$ cat src/hw/rtl/sbe_pkg.sv
// Package for the stack bytecode executor: opcodes, status codes, decode table,
// controller states and the command/status structs between controller and datapath.
// No dependencies.
`timescale 1ns / 1ps

package sbe_pkg;

    localparam int STACK_DEPTH_DEF = 512;
    localparam int DATA_WORDS_DEF  = 1024;
    localparam int CODE_BYTES_DEF  = 1024;

    localparam logic [7:0] OPC_NOP    = 8'h00;
    localparam logic [7:0] OPC_PUSH   = 8'h01;
    localparam logic [7:0] OPC_ADD    = 8'h02;
    localparam logic [7:0] OPC_SUB    = 8'h03;
    localparam logic [7:0] OPC_MUL    = 8'h04;
    localparam logic [7:0] OPC_DIV    = 8'h05;
    localparam logic [7:0] OPC_POW    = 8'h06;
    localparam logic [7:0] OPC_ABS    = 8'h07;
    localparam logic [7:0] OPC_NEG    = 8'h08;
    localparam logic [7:0] OPC_EVEN   = 8'h09;
    localparam logic [7:0] OPC_ODD    = 8'h0A;
    localparam logic [7:0] OPC_NONNEG = 8'h0B;
    localparam logic [7:0] OPC_ISNEG  = 8'h0C;
    localparam logic [7:0] OPC_DVSBL  = 8'h0D;
    localparam logic [7:0] OPC_REM    = 8'h0E;
    localparam logic [7:0] OPC_CLAMP  = 8'h0F;
    localparam logic [7:0] OPC_RAND   = 8'h10;
    localparam logic [7:0] OPC_EQ     = 8'h11;
    localparam logic [7:0] OPC_NE     = 8'h12;
    localparam logic [7:0] OPC_LT     = 8'h13;
    localparam logic [7:0] OPC_LE     = 8'h14;
    localparam logic [7:0] OPC_GT     = 8'h15;
    localparam logic [7:0] OPC_GE     = 8'h16;
    localparam logic [7:0] OPC_NOT    = 8'h19;
    localparam logic [7:0] OPC_NULL   = 8'h1A;
    localparam logic [7:0] OPC_GET    = 8'h1B;
    localparam logic [7:0] OPC_SET    = 8'h1C;
    localparam logic [7:0] OPC_JZ     = 8'h1D;
    localparam logic [7:0] OPC_JMP    = 8'h1E;
    localparam logic [7:0] OPC_PRINT  = 8'h1F;
    localparam logic [7:0] OPC_BOOL   = 8'h20;
    localparam logic [7:0] OPC_STOP   = 8'h21;
    localparam logic [7:0] OPC_JNZ    = 8'h22;
    localparam logic [7:0] OPC_CHG    = 8'h23;
    localparam logic [7:0] OPC_AND    = 8'h24;
    localparam logic [7:0] OPC_OR     = 8'h25;
    localparam logic [7:0] OPC_PINM   = 8'h26;
    localparam logic [7:0] OPC_DRD    = 8'h27;
    localparam logic [7:0] OPC_DWR    = 8'h28;
    localparam logic [7:0] OPC_ARD    = 8'h29;
    localparam logic [7:0] OPC_AWR    = 8'h2A;
    localparam logic [7:0] OPC_DELAY  = 8'h2B;

    localparam logic [7:0] BOOL_TRUE  = 8'h17;
    localparam logic [7:0] BOOL_FALSE = 8'h18;

    localparam logic [3:0] ST_RUN   = 4'd0;
    localparam logic [3:0] ST_STOP  = 4'd1;
    localparam logic [3:0] ST_END   = 4'd2;
    localparam logic [3:0] ST_OVF   = 4'd3;
    localparam logic [3:0] ST_UNF   = 4'd4;
    localparam logic [3:0] ST_ZDIV  = 4'd5;
    localparam logic [3:0] ST_ADDR  = 4'd6;
    localparam logic [3:0] ST_BOOL  = 4'd7;
    localparam logic [3:0] ST_NEG   = 4'd8;
    localparam logic [3:0] ST_OPC   = 4'd9;

    localparam logic [2:0] K_NONE  = 3'd0;
    localparam logic [2:0] K_PRINT = 3'd1;
    localparam logic [2:0] K_PINM  = 3'd2;
    localparam logic [2:0] K_DRD   = 3'd3;
    localparam logic [2:0] K_DWR   = 3'd4;
    localparam logic [2:0] K_ARD   = 3'd5;
    localparam logic [2:0] K_AWR   = 3'd6;
    localparam logic [2:0] K_DELAY = 3'd7;

    typedef struct packed {
        logic       valid;
        logic [1:0] pops;
        logic       push;
        logic [1:0] len;
        logic       uses_addr;
    } t_opinfo;

    function automatic t_opinfo op_decode(input logic [7:0] op);
        t_opinfo d;
        d = '{valid: 1'b1, pops: 2'd0, push: 1'b0, len: 2'd1, uses_addr: 1'b0};
        case (op)
            OPC_NOP, OPC_STOP: ;
            OPC_PUSH: begin d.push = 1'b1; d.len = 2'd3; end
            OPC_ADD, OPC_SUB, OPC_MUL, OPC_DIV, OPC_POW, OPC_DVSBL, OPC_REM,
            OPC_EQ, OPC_NE, OPC_LT, OPC_LE, OPC_GT, OPC_GE, OPC_AND, OPC_OR: begin
                d.pops = 2'd2; d.push = 1'b1;
            end
            OPC_ABS, OPC_NEG, OPC_EVEN, OPC_ODD, OPC_NONNEG, OPC_ISNEG, OPC_NOT: begin
                d.pops = 2'd1; d.push = 1'b1;
            end
            OPC_CLAMP: begin d.pops = 2'd3; d.push = 1'b1; end
            OPC_RAND, OPC_NULL: d.push = 1'b1;
            OPC_GET: begin d.push = 1'b1; d.len = 2'd3; d.uses_addr = 1'b1; end
            OPC_SET, OPC_CHG, OPC_PINM, OPC_DWR, OPC_AWR: begin
                d.pops = 2'd1; d.len = 2'd3; d.uses_addr = 1'b1;
            end
            OPC_DRD, OPC_ARD: begin d.len = 2'd3; d.uses_addr = 1'b1; end
            OPC_JZ, OPC_JNZ: begin d.pops = 2'd1; d.len = 2'd3; end
            OPC_JMP: d.len = 2'd3;
            OPC_PRINT, OPC_DELAY: d.pops = 2'd1;
            OPC_BOOL: begin d.push = 1'b1; d.len = 2'd2; end
            default: d.valid = 1'b0;
        endcase
        return d;
    endfunction

    typedef enum logic [3:0] {
        S_CLEAR, S_IDLE, S_RD0, S_RD1, S_RD2, S_WAITRD, S_CHECK,
        S_ITER, S_EXEC, S_OUT
    } t_state;

    // controller -> datapath
    typedef struct packed {
        logic       clr_mem;
        logic       load;
        logic       rd_stack;
        logic [1:0] rd_depth;
        logic       cap_a;
        logic       cap_b;
        logic       cap_c;
        logic       cap_mem;
        logic       iter_start;
        logic       iter_step;
        logic       commit;
        logic       fault;
    } t_cmd;

    // datapath -> controller
    typedef struct packed {
        logic       clr_done;
        logic       halted;
        logic       pre_err;
        logic       post_err;
        logic       needs_iter;
        logic       iter_done;
        logic [1:0] pops;
    } t_sts;

endpackage

$ cat src/hw/rtl/sbe_ctrl.sv
// Controller state machine of the stack bytecode executor.
// Depends on sbe_pkg.
`timescale 1ns / 1ps

module sbe_ctrl (
    input  logic          i_clk,
    input  logic          i_rst_n,
    input  logic          i_in_valid,
    output logic          o_in_ready,
    output logic          o_out_valid,
    input  logic          i_out_ready,
    input  sbe_pkg::t_sts i_sts,
    output sbe_pkg::t_cmd o_cmd
);

    sbe_pkg::t_state r_state, n_state;

    always_ff @(posedge i_clk) begin
        if (!i_rst_n) begin
            r_state <= sbe_pkg::S_CLEAR;
        end else begin
            r_state <= n_state;
        end
    end

    always_comb begin
        n_state     = r_state;
        o_cmd       = '0;
        o_in_ready  = 1'b0;
        o_out_valid = 1'b0;
        case (r_state)
            sbe_pkg::S_CLEAR: begin
                o_cmd.clr_mem = 1'b1;
                if (i_sts.clr_done) begin
                    n_state = sbe_pkg::S_IDLE;
                end
            end
            sbe_pkg::S_IDLE: begin
                o_in_ready = 1'b1;
                if (i_in_valid) begin
                    o_cmd.load = 1'b1;
                    n_state = sbe_pkg::S_RD0;
                end
            end
            sbe_pkg::S_RD0: begin
                if (i_sts.halted || i_sts.pre_err) begin
                    o_cmd.fault = ~i_sts.halted;
                    n_state = sbe_pkg::S_OUT;
                end else begin
                    // address memory word read is issued here too
                    o_cmd.rd_stack = 1'b1;
                    o_cmd.rd_depth = 2'd0;
                    n_state = (i_sts.pops > 2'd1) ? sbe_pkg::S_RD1 : sbe_pkg::S_WAITRD;
                end
            end
            sbe_pkg::S_RD1: begin
                o_cmd.rd_stack = 1'b1;
                o_cmd.rd_depth = 2'd1;
                o_cmd.cap_a = 1'b1;
                n_state = (i_sts.pops > 2'd2) ? sbe_pkg::S_RD2 : sbe_pkg::S_WAITRD;
            end
            sbe_pkg::S_RD2: begin
                o_cmd.rd_stack = 1'b1;
                o_cmd.rd_depth = 2'd2;
                o_cmd.cap_b = 1'b1;
                n_state = sbe_pkg::S_WAITRD;
            end
            sbe_pkg::S_WAITRD: begin
                // last stack read lands; capture into the matching operand
                o_cmd.cap_mem = 1'b1;
                o_cmd.cap_a = (i_sts.pops == 2'd1);
                o_cmd.cap_b = (i_sts.pops == 2'd2);
                o_cmd.cap_c = (i_sts.pops == 2'd3);
                n_state = sbe_pkg::S_CHECK;
            end
            sbe_pkg::S_CHECK: begin
                if (i_sts.post_err) begin
                    o_cmd.fault = 1'b1;
                    n_state = sbe_pkg::S_OUT;
                end else if (i_sts.needs_iter) begin
                    o_cmd.iter_start = 1'b1;
                    n_state = sbe_pkg::S_ITER;
                end else begin
                    n_state = sbe_pkg::S_EXEC;
                end
            end
            sbe_pkg::S_ITER: begin
                o_cmd.iter_step = 1'b1;
                if (i_sts.iter_done) begin
                    n_state = sbe_pkg::S_EXEC;
                end
            end
            sbe_pkg::S_EXEC: begin
                o_cmd.commit = 1'b1;
                n_state = sbe_pkg::S_OUT;
            end
            sbe_pkg::S_OUT: begin
                o_out_valid = 1'b1;
                if (i_out_ready) begin
                    n_state = sbe_pkg::S_IDLE;
                end
            end
            default: n_state = sbe_pkg::S_CLEAR;
        endcase
    end

    assert property (@(posedge i_clk) disable iff (!i_rst_n)
        o_in_ready |-> !o_out_valid)
        else $error("input and output open together");
    assert property (@(posedge i_clk) disable iff (!i_rst_n)
        (o_in_ready && i_in_valid) |=> (r_state == sbe_pkg::S_RD0))
        else $error("accepted beat did not start execution");
    assert property (@(posedge i_clk) disable iff (!i_rst_n)
        o_cmd.commit |=> o_out_valid)
        else $error("commit not followed by result");
    assert property (@(posedge i_clk) disable iff (!i_rst_n)
        $onehot0({o_cmd.commit, o_cmd.fault, o_cmd.load}))
        else $error("conflicting commands");

endmodule

$ cat config.mk
export PLATFORM = sky130hd
export DESIGN_NAME = sbe_ctrl
export DESIGN_NICKNAME = d
export VERILOG_FILES = /design/src/hw/rtl/sbe_pkg.sv /design/src/hw/rtl/sbe_ctrl.sv
export SDC_FILE = /design/constraint.sdc
export NUM_CORES = 1
export LEC_CHECK = 0
export BUFFER_PORTS_ARGS = -buffer_cell sky130_fd_sc_hd__buf_2
export CORE_AREA = 8 8 45 47
export CTS_CLUSTER_SIZE = 8
export DETAILED_ROUTE_END_ITERATION = 16
export DIE_AREA = 0 0 53 55
export PLACE_DENSITY = 0.81
export REMOVE_ABC_BUFFERS = 1
export SYNTH_ARGS = -nofsm -noshare
export SYNTH_HDL_FRONTEND = slang
export SYNTH_SLANG_ARGS = --single-unit
$ cat constraint.sdc
create_clock -name i_clk -period 1.8 [get_ports i_clk]
set_clock_uncertainty 0.15 [all_clocks]
set_input_delay 0.18 -clock i_clk [delete_from_list [all_inputs] [get_ports i_clk]]
set_output_delay 0.18 -clock i_clk [all_outputs]
set_load 0.05 [all_outputs]
==> results.json, run 1 <==
{
  "r2r_start": "r_state[2]",
  "synth_ff_type": "dfxtp_1",
  "syn_to_final_growth_pct": 55.2,
  "antennaDiodeCount": 0,
  "crit_fanout": 7,
  "wl_um": 2000,
  "syn_area_sq_um": 533,
  "vias": 709,
  "grt_max_degree": 9,
  "ys_ff_latch": 4,
  "synth_commonest_cells": "nor2_1 (9), nand2_1 (5), nor3_1 (5)",
  "setup_ws_ps": 48.8,
  "hp-class": "primary input to flop",
  "syn_inst": 72,
  "highest_layer": "met4",
  "p_seq_frac": 0.150,
  "grt_pass1_wl_um": 3110,
  "cts_buffer_depth": 2,
  "regToRegEndpoint": "r_state[0]",
  "maxSlewViolCount": 0,
  "power_frac_comb": 0.751,
  "grt-ovfl-total": 0,
  "syn_avg_cell_area_sq_um": 7.40,
  "r2r_slack_ps": 120,
  "reg_top3": "r_state x4",
  "die_y_um": 55,
  "nets": 119,
  "drtIter0Drc": 16,
  "first_global_vias": 703,
  "regArea_sq_um": 90.1,
  "min_period_ps": 1750,
  "synth_largest_area_cell": "dfxtp_1",
  "crit_start": "r_state[3]",
  "synth-edff-count": 0,
  "clock_latency_ps": 250,
  "die-area_sq_um": 2920,
  "relSlewSlack": 0.690,
  "drc": 0,
  "synthTopCellsByArea": "dfxtp_1 (15%), nor2_1 (6.3%), nor2b_1 (4.7%), nor3_1 (4.7%), nor4b_4 (4.5%)",
  "required_ps": 1470,
  "routedWlPerCell_um": 16.5,
  "wl_met1_um": 829,
  "min_from": "i_rst_n",
  "criticalPathCategory": "flop to output pin",
  "status": "completed",
  "cts_tree": "yes",
  "ios": 27,
  "critical_path.endpoint_type": "output pin",
  "switching_share": 0.558,
  "portBuffers": 26,
  "ant_nets": 0,
  "postCtsHoldBufs": 0,
  "yosysSeqAreaShare": 0.150,
  "routabilityCongestion": 0.941,
  "cap_violations": 0,
  "yosysTopAreaCellShare": 0.150,
  "ir_worst_vdd_v": 0.000775,
  "fin_hold_ws_ps": 48.8,
  "clkSinkCount": 4,
  "power.density_nw_per_um2": 1510,
  "setup_viol": 0,
  "dp_hpwl_um": 1470,
  "clk_pin_slew_worst_paths_ps": 40,
  "hold_viol_final": 0,
  "core_area_sq_um": 1380,
  "ys_warn_count": 0,
  "drt-pass1-iter-count": 4,
  "crit_arrival_ps": 1420,
  "p_clk_frac": 0.099,
  "utilization": 0.598,
  "internal_power_mw": 0.553,
  "drive_gt1_frac": 0.533,
  "ys_types": 34,
  "std_cell_rows": 14,
  "start_util": 0.385,
  "hold_depth": 2,
  "power.leakage_nw": 0.371,
  "antenna_found_initial": 0,
  "cts_made_buffers": 3,
  "die_w_um": 53,
  "met2WireLength_um": 968,
  "multiInputGateArea_sq_um": 458,
  "h-tree-depth": 1,
  "async_flop_share": 0,
  "root_buffer": "clkbuf_4",
  "largest_reg_flops": 4,
  "r2r_cells": 4,
  "top_register": "r_state",
  "p_sw_mw": 0.698,
  "whs_endpoint": "r_state[2]",
  "routed-wl-met3_um": 141,
  "cp-start-kind": "flop",
  "fin_crit_sh": 0.973,
  "avgViaCountPerCell": 5.86,
  "dp_slack_ps": 144,
  "max_slew.worst_pin.slew_ps": 464,
  "grt.total_usage": 0.144,
  "max_freq_mhz": 571,
  "nFillCells": 129,
  "yosysMostFrequentCell": "nor2_1"
}
-- what timing repair did --
item	in CTS	in global routing
endpoints found under the setup margin	7	8
pin swaps	1	1
setup buffers	2	0
gates resized for setup	12	15
-- cell type report --
cell class,instances,share of cell area
clock buffer,3,0.0272
sequential,4,0.109
inverter,4,0.0182
timing repair buffer,35,0.268
tap,16,0.0242
multi-input combinational,59,0.554
-- kinds of logic after synthesis --
group	Yosys count	share of synthesized area
muxes	1	0.0188
AOI/OAI and AO/OA	19	0.308
buffers and inverters	9	0.0728
DFF	4	0.150
and+or+nand+nor	39	0.451
-- how the worst max path moves through the flow --
stage,end,slack (ps),cells after the start
floorplan,o_cmd[7],-880,4
global placement,r_state[0],120,4
detailed placement,r_state[0],140,4
CTS,o_cmd[10],8,4
global route,o_cmd[10],-5,4
finish,o_cmd[10],50,4
-- metrics by stage --
step	cells	power [mW]	cell area (sq um)	TNS [ps]
floorplan	67	0.750	509	-4240
global placement	116	0.985	712	0
detailed placement	116	0.993	712	0
CTS	121	1.17	781	0
global route	121	1.32	827	-4.76
finish	121	1.25	827	0
-- cells in the final DEF, fill, tap and decap left out, drive strengths merged --
cell type and n:
a221oi 2, or3 3, buf 35, or2 1, and3 2, a211oi 3, nor2 9, nand4b 1
dfxtp 4, a31o 1, nor2b 4, nand2b 4, inv 4, o31a 2, nor3 5, o41ai 1
a21boi 1, o22ai 2, nor3b 2, a21o 1, o31ai 1, o21ai 2, a21oi 2, clkbuf 3
or4 1, nor4b 1, nor4 1, o311ai 1, nand2 5, mux2i 1
-- power groups by stage --
stage	logic (mW)	clock network (mW)	registers [mW]
finish	0.940	0.124	0.188
global route	0.994	0.131	0.192
CTS	0.880	0.124	0.170
detailed placement	0.832	0	0.162
global placement	0.826	0	0.159
floorplan	0.565	0	0.186
-- worst max-delay path: stages (launching register included) --
cell,delay (ps)
dfxtp_4,380
nand2b_4,190
nor3_2,70
or3_1,370
buf_6,170
-- layer usage --
metal | vias to the layer above | track usage
li1 | 337 | -
met1 | 334 | 0.156
met2 | 33 | 0.236
met3 | 5 | 0.0401
met4 | 0 | 0.103
met5 | - | 0
(Power assumes the default switching activity.)
==> run 2, diff against run 1 <==
Clock period 1.8 ns to 1.89 ns, I/O delays scaled along.
==> run 2 against run 1 <==
First-iteration DRC count is 25% lower; sequential power is 2% lower; sequential share of layout area is 0.43 points higher; wire length is 4.4% lower; final cell count is 2.5% lower; cell area is 6.5% lower; flip-flop and latch count stayed put; setup slack better by 35 ps; worst hold slack better by 15 ps; largest power group unchanged; highest routed layer unchanged.
==> results.json, run 2 (same netlist as run 1, synthesis figures left out) <==
{
  "wl_um": 1910,
  "hold_viol_final": 0,
  "vias": 691,
  "std_cell_rows": 14,
  "syn_to_final_growth_pct": 45.1,
  "avgViaCountPerCell": 5.86,
  "hp-class": "primary input to flop",
  "fin_setup_tns_ps": 0,
  "regArea_sq_um": 87.6,
  "drc": 0,
  "start_util": 0.385,
  "relSlewSlack": 0.711,
  "power.density_nw_per_um2": 1440,
  "crit_arrival_ps": 1470,
  "cp-start-kind": "flop",
  "grt-ovfl-total": 0,
  "maxSlewViolCount": 0,
  "antenna_found_initial": 0,
  "clkSinkCount": 4,
  "clock_latency_ps": 230,
  "root_buffer": "clkbuf_4",
  "grt.total_usage": 0.138,
  "fin_crit_sh": 0.956,
  "drive_gt1_frac": 0.510,
  "place_inst": 115,
  "nFillCells": 136,
  "largest_reg_flops": 4,
  "fin_area_sq_um": 773,
  "final_common_cell": "buf_2",
  "drt-pass1-iter-count": 5,
  "reg_top3": "r_state x4",
  "die_y_um": 55,
  "cts_buffer_depth": 2,
  "r2r_slack_ps": 230,
  "drtIter0Drc": 12,
  "core_area_sq_um": 1380,
  "crit_end": "o_cmd[11]",
  "required_ps": 1550,
  "criticalPathCategory": "flop to output pin",
  "die_w_um": 53,
  "crit_start": "r_state[0]",
  "regToRegEndpoint": "r_state[0]",
  "clk_pin_slew_worst_paths_ps": 40,
  "status": "completed",
  "ir_worst_vdd_v": 0.000725,
  "first_global_vias": 693,
  "place_area_sq_um": 704,
  "fin_cells": 118,
  "grt_pass1_wl_um": 3070,
  "ant_nets": 0,
  "routabilityCongestion": 0.957,
  "cts_tree": "yes",
  "final_cell_mix": "buf_2 (21), buf_4 (10), nor2_1 (8)",
  "cts_setup_buffers": 0,
  "fin_hold_ws_ps": 64.2,
  "r2r_start": "r_state[0]",
  "max_slew.worst_pin.slew_ps": 433,
  "ios": 27,
  "crit_fanout": 10,
  "setup_viol": 0,
  "power.leakage_nw": 0.348,
  "grt_max_degree": 11,
  "die-area_sq_um": 2920,
  "min_period_ps": 1810,
  "dp_hpwl_um": 1490,
  "portBuffers": 26,
  "antennaDiodeCount": 0,
  "postCtsHoldBufs": 0,
  "cts_made_buffers": 3,
  "multiInputGateArea_sq_um": 440,
  "h-tree-depth": 1,
  "routedWlPerCell_um": 16.2,
  "cap_violations": 0,
  "nets": 116,
  "critical_path.endpoint_type": "output pin",
  "r2r_cells": 4,
  "top_register": "r_state",
  "rsz0062_at_grt": "false",
  "max_freq_mhz": 554
}
==> run 2: how the worst min path moves through the flow <==
stage / from / end / slack, ps / depth (start not counted)
after floorplan: i_rst_n / r_state[2] / 170 / 1
after global placement: i_rst_n / r_state[2] / 310 / 2
after detailed placement: i_rst_n / r_state[2] / 310 / 2
after CTS: i_rst_n / r_state[2] / 50 / 2
after global routing: i_rst_n / r_state[2] / 50 / 2
final: i_rst_n / r_state[2] / 60 / 2
==> run 2: metrics by stage <==
step / total power [mW] / worst slack, ps / util
after floorplan: 0.715 / -796 / -
after global placement: 0.928 / 137 / 0.509
after detailed placement: 0.933 / 119 / 0.509
after CTS: 1.08 / 6.28 / 0.537
after global routing: 1.19 / 0.140 / 0.559
final: 1.12 / 83.6 / 0.559
==> run 2: cell type report <==
class,count,share of cell area
Clock buffer,3,0.0291
Inverter,4,0.0194
Multi-Input combinational cell,59,0.570
Sequential cell,4,0.113
Tap cell,16,0.0259
Timing Repair Buffer,32,0.243
==> run 2: where the power goes <==
part	leakage (nW)	switching [mW]	internal [mW]
clock network	0.0138	0.0354	0.0711
registers	0.0346	0.0666	0.117
logic	0.299	0.538	0.288
==> run 2: metal layers <==
metal  GRT usage  part of all wire  up-vias
met5           0                 0        -
met4      0.0991             0.023        0
met3      0.0428             0.073        4
met2       0.209              0.48       35
met1       0.161              0.43      319
li1            -                 -      333
==> run 2: critical path, cell delays in order, from the launching register on <==
cell and delay, ps:
dfxtp_2 430, buf_4 180, nor2b_1 200, and3_1 170, buf_2 260
==> run 2: timing repair <==
action,in CTS,in global routing
gates resized for setup,7,10
pin swaps,0,0
setup endpoints to repair,5,6
endpoints found under the hold margin,0,0
